<file path="config.mk">
export PLATFORM = sky130hd
export DESIGN_NAME = dns_payload_locator
export DESIGN_NICKNAME = d
export VERILOG_FILES = /design/src/design/dpl_pkg.sv /design/src/design/dns_payload_locator.sv
export SDC_FILE = /design/constraint.sdc
export NUM_CORES = 1
export LEC_CHECK = 0
export ABC_AREA = 1
export BUFFER_PORTS_ARGS = -buffer_cell sky130_fd_sc_hd__clkbuf_2
export CORE_ASPECT_RATIO = 1.2
export CORE_MARGIN = 2
export CORE_UTILIZATION = 60
export CTS_BUF_LIST = sky130_fd_sc_hd__clkbuf_8
export DETAILED_ROUTE_END_ITERATION = 8
export PLACE_DENSITY = 0.79
export SETUP_SLACK_MARGIN = 0.02
export SLEW_MARGIN = 20
export SYNTH_ARGS = -nofsm -noshare
export SYNTH_HDL_FRONTEND = slang
export SYNTH_SLANG_ARGS = --single-unit
</file>
<file path="constraint.sdc">
create_clock -name aclk -period 16.78 [get_ports aclk]
set_clock_uncertainty 0.2 [all_clocks]
set_input_delay 1.678 -clock aclk [delete_from_list [all_inputs] [get_ports aclk]]
set_output_delay 1.678 -clock aclk [all_outputs]
set_load 0.02 [all_outputs]
</file>
<file path="src/design/dpl_pkg.sv">
// ----------------------------------------------------------------------------
// DNS payload locator package
// Shared types and constants for the DNS payload locator.
// ----------------------------------------------------------------------------
package dpl_pkg;

    localparam int unsigned DataWidth   = 8;
    localparam int unsigned CountWidth  = 16;
    localparam int unsigned PortWidth   = 16;
    localparam int unsigned OffsetWidth = 7;
    localparam int unsigned ResultWidth = 32;

    localparam logic [PortWidth-1:0]  DnsPortReset  = 16'd53;
    localparam logic [3:0]            VersionIpv4   = 4'd4;
    localparam logic [3:0]            VersionIpv6   = 4'd6;
    localparam logic [5:0]            Ipv6HdrBytes  = 6'd40;
    localparam logic [CountWidth:0]   Ipv6MinPacket = 17'd48;
    localparam logic [CountWidth:0]   Ipv4MinHdr    = 17'd20;
    localparam logic [CountWidth:0]   MinPacket     = 17'd20;
    localparam logic [7:0]            ProtoTcp      = 8'd6;
    localparam logic [CountWidth:0]   DnsMinBytes   = 17'd12;
    localparam logic [3:0]            TcpMinWords   = 4'd5;
    localparam logic [CountWidth-1:0] CountMax      = 16'hFFFF;

    // Per-packet header state.
    typedef struct packed {
        logic [3:0]           version;
        logic [5:0]           ts;
        logic [7:0]           proto;
        logic [PortWidth-1:0] sport;
        logic [3:0]           thw;
        logic [15:0]          tlen;
    } pkt_state_t;

    // One verdict.
    typedef struct packed {
        logic [15:0]            length;
        logic [OffsetWidth-1:0] offset;
        logic                   over_tcp;
        logic                   found;
    } verdict_t;

endpackage

</file>
<file path="src/design/dns_payload_locator.sv">
// ----------------------------------------------------------------------------
// DNS payload locator
// Finds a DNS message inside an IPv4/IPv6 UDP or TCP packet streamed bytewise.
// ----------------------------------------------------------------------------
// Usage:
//   The s_ channel carries one packet byte per transfer in s_tdata, starting
//   at the first IP header byte, with s_tlast on the final byte. For every
//   packet one verdict transfer leaves on the m_ channel after its last byte.
//   cfg_wr_en/cfg_wr_data set the DNS source port (reset value 53); write it
//   only while no packet is in flight.
// Timing:
//   Every byte passes an input register and is captured into the header
//   state in the next cycle; a packet's verdict is registered onto m_.
//   One byte is taken per cycle unless a last byte waits for the verdict
//   slot; the single header-capture and verdict stage sets that rate.
// Reset and stalls:
//   aresetn (synchronous, active low) clears the byte counter, header state
//   and both valid flags. While a verdict waits on m_tready, bytes that are
//   not the last of a packet keep flowing; a last byte waits in the input
//   register until the verdict slot frees.
// ----------------------------------------------------------------------------
module dns_payload_locator (
    input  logic                          aclk,
    input  logic                          aresetn,
    input  logic                          cfg_wr_en,
    input  logic [dpl_pkg::PortWidth-1:0] cfg_wr_data,
    // s_tdata: [7:0] data_byte
    input  logic [dpl_pkg::DataWidth-1:0] s_tdata,
    input  logic                          s_tlast,
    input  logic                          s_tvalid,
    output logic                          s_tready,
    // m_tdata: [0] found, [1] over_tcp, [8:2] payload_offset,
    //          [24:9] payload_length, [31:25] zero
    output logic [dpl_pkg::ResultWidth-1:0] m_tdata,
    output logic                            m_tvalid,
    input  logic                            m_tready
);
    import dpl_pkg::*;

    logic [PortWidth-1:0]  port_reg;
    logic                  in_vld_reg;
    logic [DataWidth-1:0]  in_byte_reg;
    logic                  in_last_reg;
    logic [CountWidth-1:0] cnt_reg, cnt_next;
    pkt_state_t            st_reg, st_cap, st_next;
    verdict_t              res_reg, res_next;
    logic                  m_vld_reg;
    logic                  out_free, proc;

    assign out_free = !m_vld_reg || m_tready;
    assign proc     = in_vld_reg && (!in_last_reg || out_free);
    assign s_tready = !in_vld_reg || proc;
    assign m_tvalid = m_vld_reg;
    assign m_tdata  = {{(ResultWidth - $bits(verdict_t)){1'b0}}, res_reg};

    // Header capture for the byte held in the input register.
    always_comb begin
        logic [6:0] len_pos;
        st_cap  = st_reg;
        len_pos = 7'(st_reg.ts) + {1'b0, st_reg.thw, 2'b00};
        if (cnt_reg == '0) begin
            st_cap.version = in_byte_reg[7:4];
            if (in_byte_reg[7:4] == VersionIpv4) begin
                st_cap.ts = {in_byte_reg[3:0], 2'b00};
            end else if (in_byte_reg[7:4] == VersionIpv6) begin
                st_cap.ts = Ipv6HdrBytes;
            end else begin
                st_cap.ts = '0;
            end
        end else begin
            if ((st_reg.version == VersionIpv4 && cnt_reg == 16'd9) ||
                (st_reg.version == VersionIpv6 && cnt_reg == 16'd6)) begin
                st_cap.proto = in_byte_reg;
            end
            if (cnt_reg == 16'(st_reg.ts)) begin
                st_cap.sport[15:8] = in_byte_reg;
            end
            if (cnt_reg == 16'(st_reg.ts) + 16'd1) begin
                st_cap.sport[7:0] = in_byte_reg;
            end
            if (cnt_reg == 16'(st_reg.ts) + 16'd12) begin
                st_cap.thw = in_byte_reg[7:4];
            end
            if (st_reg.thw >= TcpMinWords && cnt_reg == 16'(len_pos)) begin
                st_cap.tlen[15:8] = in_byte_reg;
            end
            if (st_reg.thw >= TcpMinWords && cnt_reg == 16'(len_pos) + 16'd1) begin
                st_cap.tlen[7:0] = in_byte_reg;
            end
        end
    end

    // Verdict on the captured state; only used on a last byte.
    always_comb begin
        logic [CountWidth:0] pkt;
        logic [CountWidth:0] ts;
        logic [CountWidth:0] start;
        logic [CountWidth:0] n;
        logic                ok;
        logic                tcp;
        pkt   = (cnt_reg == CountMax) ? 17'(CountMax) : 17'(cnt_reg) + 17'd1;
        ts    = 17'(st_cap.ts);
        ok    = 1'b1;
        tcp   = 1'b0;
        start = '0;
        n     = '0;
        if (pkt < MinPacket) begin
            ok = 1'b0;
        end
        if (st_cap.version == VersionIpv4) begin
            if (ts < Ipv4MinHdr || pkt < ts + 17'd8) begin
                ok = 1'b0;
            end
        end else if (st_cap.version == VersionIpv6) begin
            if (pkt < Ipv6MinPacket) begin
                ok = 1'b0;
            end
        end else begin
            ok = 1'b0;
        end
        if (pkt < ts + 17'd8 || st_cap.sport != port_reg) begin
            ok = 1'b0;
        end
        if (st_cap.proto == ProtoTcp) begin
            tcp   = 1'b1;
            start = ts + 17'({st_cap.thw, 2'b00}) + 17'd2;
            if (pkt < ts + 17'd13 || st_cap.thw < TcpMinWords ||
                pkt < start + DnsMinBytes) begin
                ok = 1'b0;
            end
            if (start + 17'(st_cap.tlen) > pkt) begin
                n = pkt - start;
            end else begin
                n = 17'(st_cap.tlen);
            end
        end else begin
            start = ts + 17'd8;
            if (pkt <= start) begin
                ok = 1'b0;
            end
            n = pkt - start;
        end
        if (n < DnsMinBytes) begin
            ok = 1'b0;
        end
        res_next.found    = ok;
        res_next.over_tcp = ok && tcp;
        res_next.offset   = ok ? start[OffsetWidth-1:0] : '0;
        res_next.length   = ok ? n[15:0] : '0;
    end

    always_comb begin
        if (in_last_reg) begin
            st_next  = '0;
            cnt_next = '0;
        end else begin
            st_next  = st_cap;
            cnt_next = (cnt_reg == CountMax) ? cnt_reg : cnt_reg + 16'd1;
        end
    end

    always_ff @(posedge aclk) begin
        if (!aresetn) begin
            port_reg   <= DnsPortReset;
            in_vld_reg <= 1'b0;
            cnt_reg    <= '0;
            st_reg     <= '0;
            m_vld_reg  <= 1'b0;
        end else begin
            if (cfg_wr_en) begin
                port_reg <= cfg_wr_data;
            end
            if (s_tready) begin
                in_vld_reg <= s_tvalid;
            end
            if (proc) begin
                cnt_reg <= cnt_next;
                st_reg  <= st_next;
            end
            if (proc && in_last_reg) begin
                m_vld_reg <= 1'b1;
            end else if (m_tready) begin
                m_vld_reg <= 1'b0;
            end
        end
    end

    always_ff @(posedge aclk) begin
        if (s_tready && s_tvalid) begin
            in_byte_reg <= s_tdata;
            in_last_reg <= s_tlast;
        end
        if (proc && in_last_reg) begin
            res_reg <= res_next;
        end
    end

    // A verdict without a payload carries no offset, length or TCP flag.
    a_notfound_zero: assert property (@(posedge aclk) disable iff (!aresetn)
        m_vld_reg && !res_reg.found |-> res_reg[$bits(verdict_t)-1:1] == '0)
        else $error("verdict not found but payload fields set");

    // A located payload is always at least a DNS header long.
    a_found_min_len: assert property (@(posedge aclk) disable iff (!aresetn)
        m_vld_reg && res_reg.found |-> res_reg.length >= 16'd12)
        else $error("located payload shorter than a DNS header");

    // A TCP payload sits behind at least a minimal IP and TCP header.
    a_tcp_offset: assert property (@(posedge aclk) disable iff (!aresetn)
        m_vld_reg && res_reg.over_tcp |-> res_reg.offset >= 7'd42)
        else $error("TCP payload offset inside headers");

    // The packet state starts over after a last byte.
    a_clear_after_last: assert property (@(posedge aclk) disable iff (!aresetn)
        proc && in_last_reg |=> cnt_reg == '0 && st_reg == '0)
        else $error("packet state not cleared after last byte");

    // A held last byte is not dropped while the verdict slot is busy.
    a_hold_last: assert property (@(posedge aclk) disable iff (!aresetn)
        in_vld_reg && in_last_reg && !out_free |=> in_vld_reg && in_last_reg)
        else $error("last byte lost while output stalled");

endmodule
</file>
==> metrics.yaml, run 1 <==
p_seq_share_pct: 45.5
yosys_warnings: 0
placement_rows: 50
synth_flop_cell: "dfxtp_1"
grt_setup_unrepaired: "false"
drc_errors: 0
netlist_instances: 1470
antenna_found_initial: 0
worstPathBufferInverterCount: 5
layout_worst_path_cycle_share_pct: 48.9
coreArea_sq_mm: 0.0157
numPortBuffers: 56
global_route.usage.total_pct: 32.7
via_density_per_instance: 5.61
final_report_max_slew_violation_count: 0
cap_violations: 0
drtPass1Iterations: 5
detailedPlace.worstSlack_ns: 8.81
timing.fmax_ghz: 0.122
die_width_um: 120
cts_num_sinks: 122
detailroute.via_count: 9701
htreeDepth: 4
setup-tns-final_ns: 0
synth_cell_types: 55
setup_viol: 0
critPathRequiredTime_ns: 16.78
yosys.area.top_type: "dfxtp_1"
cellPowerDensity_mw_per_mm2: 66.2
power.combinational.fraction_pct: 12.7
antenna_diode_count: 0
routedWlPerCell_um: 16.0
die_h_um: 143
wl_met2_mm: 13.1
mappedNetlistArea_sq_mm: 0.00970
wl_met3_mm: 1.88
synth_edf_count: 34
critical_path.slowest_cell: "nor2_1"
largest_register_ff_count: 54
worst_skew_pair.late_latency_ns: 0.47
place_inst: 1697
crit-reg2reg-launch: "cnt_reg[0]"
wire_length_of_the_first_global_routing_pass_mm: 44.4
cts_tree: "yes"
synth.top_cell.area_share_pct: 18.2
congestion_overflow_gr: 0
cts_hold_buf: 0
number_of_drc_violations_after_detailed_routing_iteration_0: 817
critPathMaxFanout: 25
p_clk_share_pct: 41.8
postCtsSetupBuffers: 0
leakage_nw: 5.08
io_pins: 64
path_depth: 38
clock_tree.buffer_depth: 2
min-delay-path-class: "register to register"
worst_slack_ns: 8.58
worst_setup_path_endpoint: "m_tdata[6]"
timing_hold_violations_final: 0
synth_register_bits: 122
critical_path.endpoint_type: "register"
rr_endpoint: "m_tdata[6]"
totalPowerFinal_uw: 692
topRoutingLayerUsed: "met4"
grt_max_degree: 51
rr_worst_depth: 38
die_area_sq_mm: 0.0172
netlist_top_cells_area: "dfxtp_1, nand2_1, edfxtp_1"
clk_pin_slew_ns: 0.08
cp_slowest_stage_delay_ns: 0.72
ant_nets_after_route: 0
drive_above_1_share_pct: 10.6
clockRootBuffer: "clkbuf_8"
fin_area_sq_mm: 0.0105
post-synth-top-count-cell: "nand2_1"
postLayoutCoreUtil_pct: 66.7
place.gp.congestion: 1.01
dp_hpwl_mm: 21.3
timing.critical_path.arrival_ns: 8.20
crit_top_cell: "nor2_1"
ys_seq_area_share_pct: 28.7
setup.worst_path.start: "cnt_reg[0]"
placement_cell_area_sq_mm: 0.0100
start_kind: "register"
max_slew_margin_pct: 29.4
fin_nets: 1610
grt_pass1_vias: 9031
synth_async_sr_flop_share_pct: 0
total_switching_power_uw: 202
post_cts_resize_count: 0
fin_crit_ns: 8.20
wl_met1_mm: 11.1
numCtsBuffers: 17
finish.cell_count_without_fillers: 1729
power.ir.vdd_worst_uv: 62.3
mean_syn_cell_area_sq_um: 6.60
area_growth_syn_to_layout_pct: 7.88
initial_core_util_pct: 61.8
r2r_setup_slack_ns: 8.58
hold_ws_ns: 0.266
run_status: "finished clean"
worst_path_dominant_cell_family: "simple AND/OR/NAND/NOR gates"
detail_route.wirelength_mm: 27.6
p_int_uw: 491
critPathKind: "register to register"
synth.top_cells.by_count: "nand2_1, inv_1, nor2_1"
switching_part_of_the_total_pct: 29.1
worstMarginPinSlew_ns: 1.06
[worst register-to-register path, delay by kind of cell (launching register included)]
kind	cells	cell delay [ns]
buf+inv	5	0.65
compound gates	6	1.38
flops	1	0.38
simple gates	22	3.71
xor+xnor	1	0.15
fa+ha+maj	4	1.46
[metal layers]
metal	GRT usage, %	vias up
li1	-	4805
met1	39.5	4387
met2	56.0	410
met3	4.40	99
met4	18.7	0
met5	0	-
[layout make-up]
class	count	area (sq um)
Tap cell	208	260
Timing Repair Buffer	61	318
Sequential cell	122	2780
Clock buffer	18	248
Multi-Input combinational cell	1099	5900
Clock inverter	14	183
Fill cell	1426	5240
Inverter	207	778
[worst min path at each step]
stage / start / endpoint / slack, ns / cells after the start
2_1_floorplan: st_reg[39] / st_reg[39] / 0.24 / 2
3_3_place_gp: st_reg[3] / st_reg[3] / 0.25 / 2
3_5_place_dp: st_reg[42] / st_reg[42] / 0.25 / 2
4_1_cts: st_reg[42] / st_reg[42] / 0.27 / 2
5_1_grt: st_reg[39] / st_reg[39] / 0.28 / 2
6_report: st_reg[42] / st_reg[42] / 0.27 / 2
[kinds of logic (layout without fill, tap and decap cells)]
family                   after synthesis  count (layout)  synth area share [%]
adder cells (fa/ha/maj)               72              72                  9.67
multiplexers                           1               1                 0.116
buffers and inverters                255             300                  10.8
flip-flops                           122             122                  28.7
other                                  1               7                0.0386
AO/OA/AOI/OAI                        258             258                  14.3
AND/OR/NAND/NOR                      703             703                  31.2
XOR/XNOR                              58              58                  5.24
[power by group through the flow]
stage / combinational [mW] / sequential, mW / clock (mW)
3_3_place_gp: 0.0858 / 0.321 / 0
4_1_cts: 0.0871 / 0.315 / 0.292
5_1_grt: 0.0991 / 0.315 / 0.303
6_report: 0.0881 / 0.315 / 0.290
2_1_floorplan: 0.0633 / 0.321 / 0
3_5_place_dp: 0.0863 / 0.322 / 0
[placed cells by master (no fill, tap or decap), types with 3 or more instances in the layout]
cell / count
nand2_1: 351
inv_1: 190
nor2_1: 187
a21oi_1: 109
o21ai_0: 91
dfxtp_1: 88
nand3_1: 68
ha_1: 67
clkbuf_2: 56
xor2_1: 43
edfxtp_1: 34
nand4_1: 20
clkbuf_8: 18
inv_2: 17
o21ai_1: 17
nor3_1: 16
xnor2_1: 15
o22ai_1: 15
or2_2: 13
nor2_2: 11
nand2_2: 10
o21a_1: 8
conb_1: 7
o21bai_1: 5
nor4_1: 5
fa_1: 5
buf_4: 5
inv_6: 4
nor3_2: 3
nor2_4: 3
nor3b_1: 3
bufinv_16: 3
(Power assumes the default switching activity.)
==> run 2: changes to the inputs <==
==> constraint.sdc (replaced) <==
create_clock -name aclk -period 8.15 [get_ports aclk]
set_clock_uncertainty 0.2 [all_clocks]
set_input_delay 0.815 -clock aclk [delete_from_list [all_inputs] [get_ports aclk]]
set_output_delay 0.815 -clock aclk [all_outputs]
set_load 0.02 [all_outputs]
==> run 2 against run 1 <==
Net effect:
- via count decreased by 1.7%
- hold slack improved by 0.0015 ns
- critical endpoint is now m_tdata[7]
- worst setup slack got worse by 7.9 ns
==> metrics.yaml, run 2 (synthesized netlist as in run 1, its figures left out) <==
via_density_per_instance: 5.49
antenna_found_initial: 0
run_status: "finished clean"
place_inst: 1704
timing_hold_violations_final: 0
hold_path_startpoint: "st_reg[14]"
largest_register_ff_count: 54
hold_path_depth: 2
clk_pin_slew_ns: 0.08
cap_violations: 0
grt_setup_unrepaired: "false"
die_area_sq_mm: 0.0172
crit_top_cell: "nor2_1"
grt_max_degree: 42
worst_slack_ns: 0.710
critical_path.slowest_cell: "dfxtp_1"
io_pins: 64
congestion_overflow_gr: 0
htreeDepth: 4
max_slew_margin_pct: 30.0
rr_worst_depth: 39
cts_tree: "yes"
cellPowerDensity_mw_per_mm2: 134
coreArea_sq_mm: 0.0157
clockRootBuffer: "clkbuf_8"
numPortBuffers: 56
crit-reg2reg-launch: "st_reg[46]"
layout_worst_path_cycle_share_pct: 91.3
detailroute.via_count: 9536
setup-tns-final_ns: 0
drive_above_1_share_pct: 11.4
min-delay-path-class: "register to register"
layout.cells.most_common_list: "nand2_1, inv_1, nor2_1, a21oi_1, o21ai_0"
drc_errors: 0
rr_endpoint: "m_tdata[7]"
p_clk_share_pct: 41.1
hold-path-endpoint: "st_reg[14]"
total_switching_power_uw: 428
drtPass1Iterations: 6
critical_path.endpoint_type: "register"
timing.critical_path.arrival_ns: 7.44
wire_length_of_the_first_global_routing_pass_mm: 44.5
placement_cell_area_sq_mm: 0.0101
final_report_max_slew_violation_count: 0
postLayoutCoreUtil_pct: 67.2
critPathMaxFanout: 25
area_growth_syn_to_layout_pct: 8.79
initial_core_util_pct: 61.8
numCtsBuffers: 17
ant_nets_after_route: 0
p_int_uw: 988
number_of_drc_violations_after_detailed_routing_iteration_0: 845
setup_viol: 0
timing.fmax_ghz: 0.134
grt_pass1_vias: 9026
clock_tree.buffer_depth: 2
r2r_setup_slack_ns: 0.71
worst_skew_pair.late_latency_ns: 0.47
detail_route.wirelength_mm: 27.7
cts_num_sinks: 122
antenna_diode_count: 0
critPathKind: "register to register"
switching_part_of_the_total_pct: 30.2
fin_crit_ns: 7.44
routedWlPerCell_um: 16.0
dp_hpwl_mm: 21.6
die_width_um: 120
fin_area_sq_mm: 0.0106
finish.cell_count_without_fillers: 1738
critPathRequiredTime_ns: 8.15
global_route.usage.total_pct: 33.0
placement_rows: 50
power.combinational.fraction_pct: 13.1
cp_slowest_stage_delay_ns: 0.45
leakage_nw: 5.13
p_seq_share_pct: 45.8
layout_commonest_cell: "nand2_1"
cts_hold_buf: 0
fin_nets: 1619
power.ir.vdd_worst_uv: 147
start_kind: "register"
worstMarginPinSlew_ns: 1.05
detailedPlace.worstSlack_ns: 0.111
die_h_um: 143
place.gp.congestion: 0.985
[run 2: cell count changes in the layout (fill, tap and decap cells not counted), moves of 2 or more]
| cell | change |
|---|---|
| o21ai_0 | -2 |
| inv_8 | +3 |
| nor2_4 | +2 |
| buf_4 | +9 |
[run 2: worst max-delay path by stage]
stage / from / endpoint / slack (ns) / depth (start not counted)
floorplan: st_reg[46] / m_tdata[1] / 1.36 / 44
global placement: cnt_reg[0] / m_tdata[1] / 0.23 / 38
detailed placement: cnt_reg[0] / m_tdata[7] / 0.11 / 38
CTS: cnt_reg[0] / m_tdata[7] / 0.03 / 38
global route: st_reg[46] / m_tdata[6] / 0.06 / 39
finish: st_reg[46] / m_tdata[7] / 0.71 / 39
[run 2: timing repair]
item | in CTS | in global routing
buffers inserted | 0 | 2
resized for setup | 0 | 8
endpoints found under the setup margin | 0 | 25
hold endpoints to repair | 0 | 0
[run 2: power by group through the flow]
stage | Sequential [mW] | Clock [mW] | Combinational, mW
final | 0.648 | 0.583 | 0.185
after global routing | 0.650 | 0.611 | 0.208
after CTS | 0.648 | 0.592 | 0.181
after detailed placement | 0.662 | 0 | 0.180
after global placement | 0.662 | 0 | 0.178
after floorplan | 0.662 | 0 | 0.130
[run 2: worst max-delay path: cells and delay by family (launching register included)]
kind	cells	cell delay [ns]
flip-flops	1	0.45
XOR/XNOR	2	0.22
buffers and inverters	5	0.56
AND/OR/NAND/NOR	21	3.12
AO/OA/AOI/OAI	7	1.41
adder cells (fa/ha/maj)	4	1.20
[run 2: layout make-up]
| class | count | area (sq um) |
|---|---|---|
| sequential | 122 | 2780 |
| clock inverter | 14 | 175 |
| tap | 208 | 260 |
| fill | 1445 | 5150 |
| clock buffer | 18 | 248 |
| timing repair buffer | 70 | 385 |
| multi-input combinational | 1099 | 5930 |
| inverter | 207 | 778 |
[run 2: metal layers]
layer	global-route usage, %	wire length (um)	vias up
met2	57.1	13200	377
li1	-	-	4808
met4	18.6	1490	0
met1	39.2	11300	4261
met5	0	0	-
met3	4.64	1740	90
[run 2: metrics by stage]
stage	hold WS [ns]	power, mW
2_1_floorplan	0.241	0.792
3_3_place_gp	0.249	0.840
3_5_place_dp	0.254	0.842
4_1_cts	0.266	1.42
5_1_grt	0.284	1.47
6_report	0.268	1.42
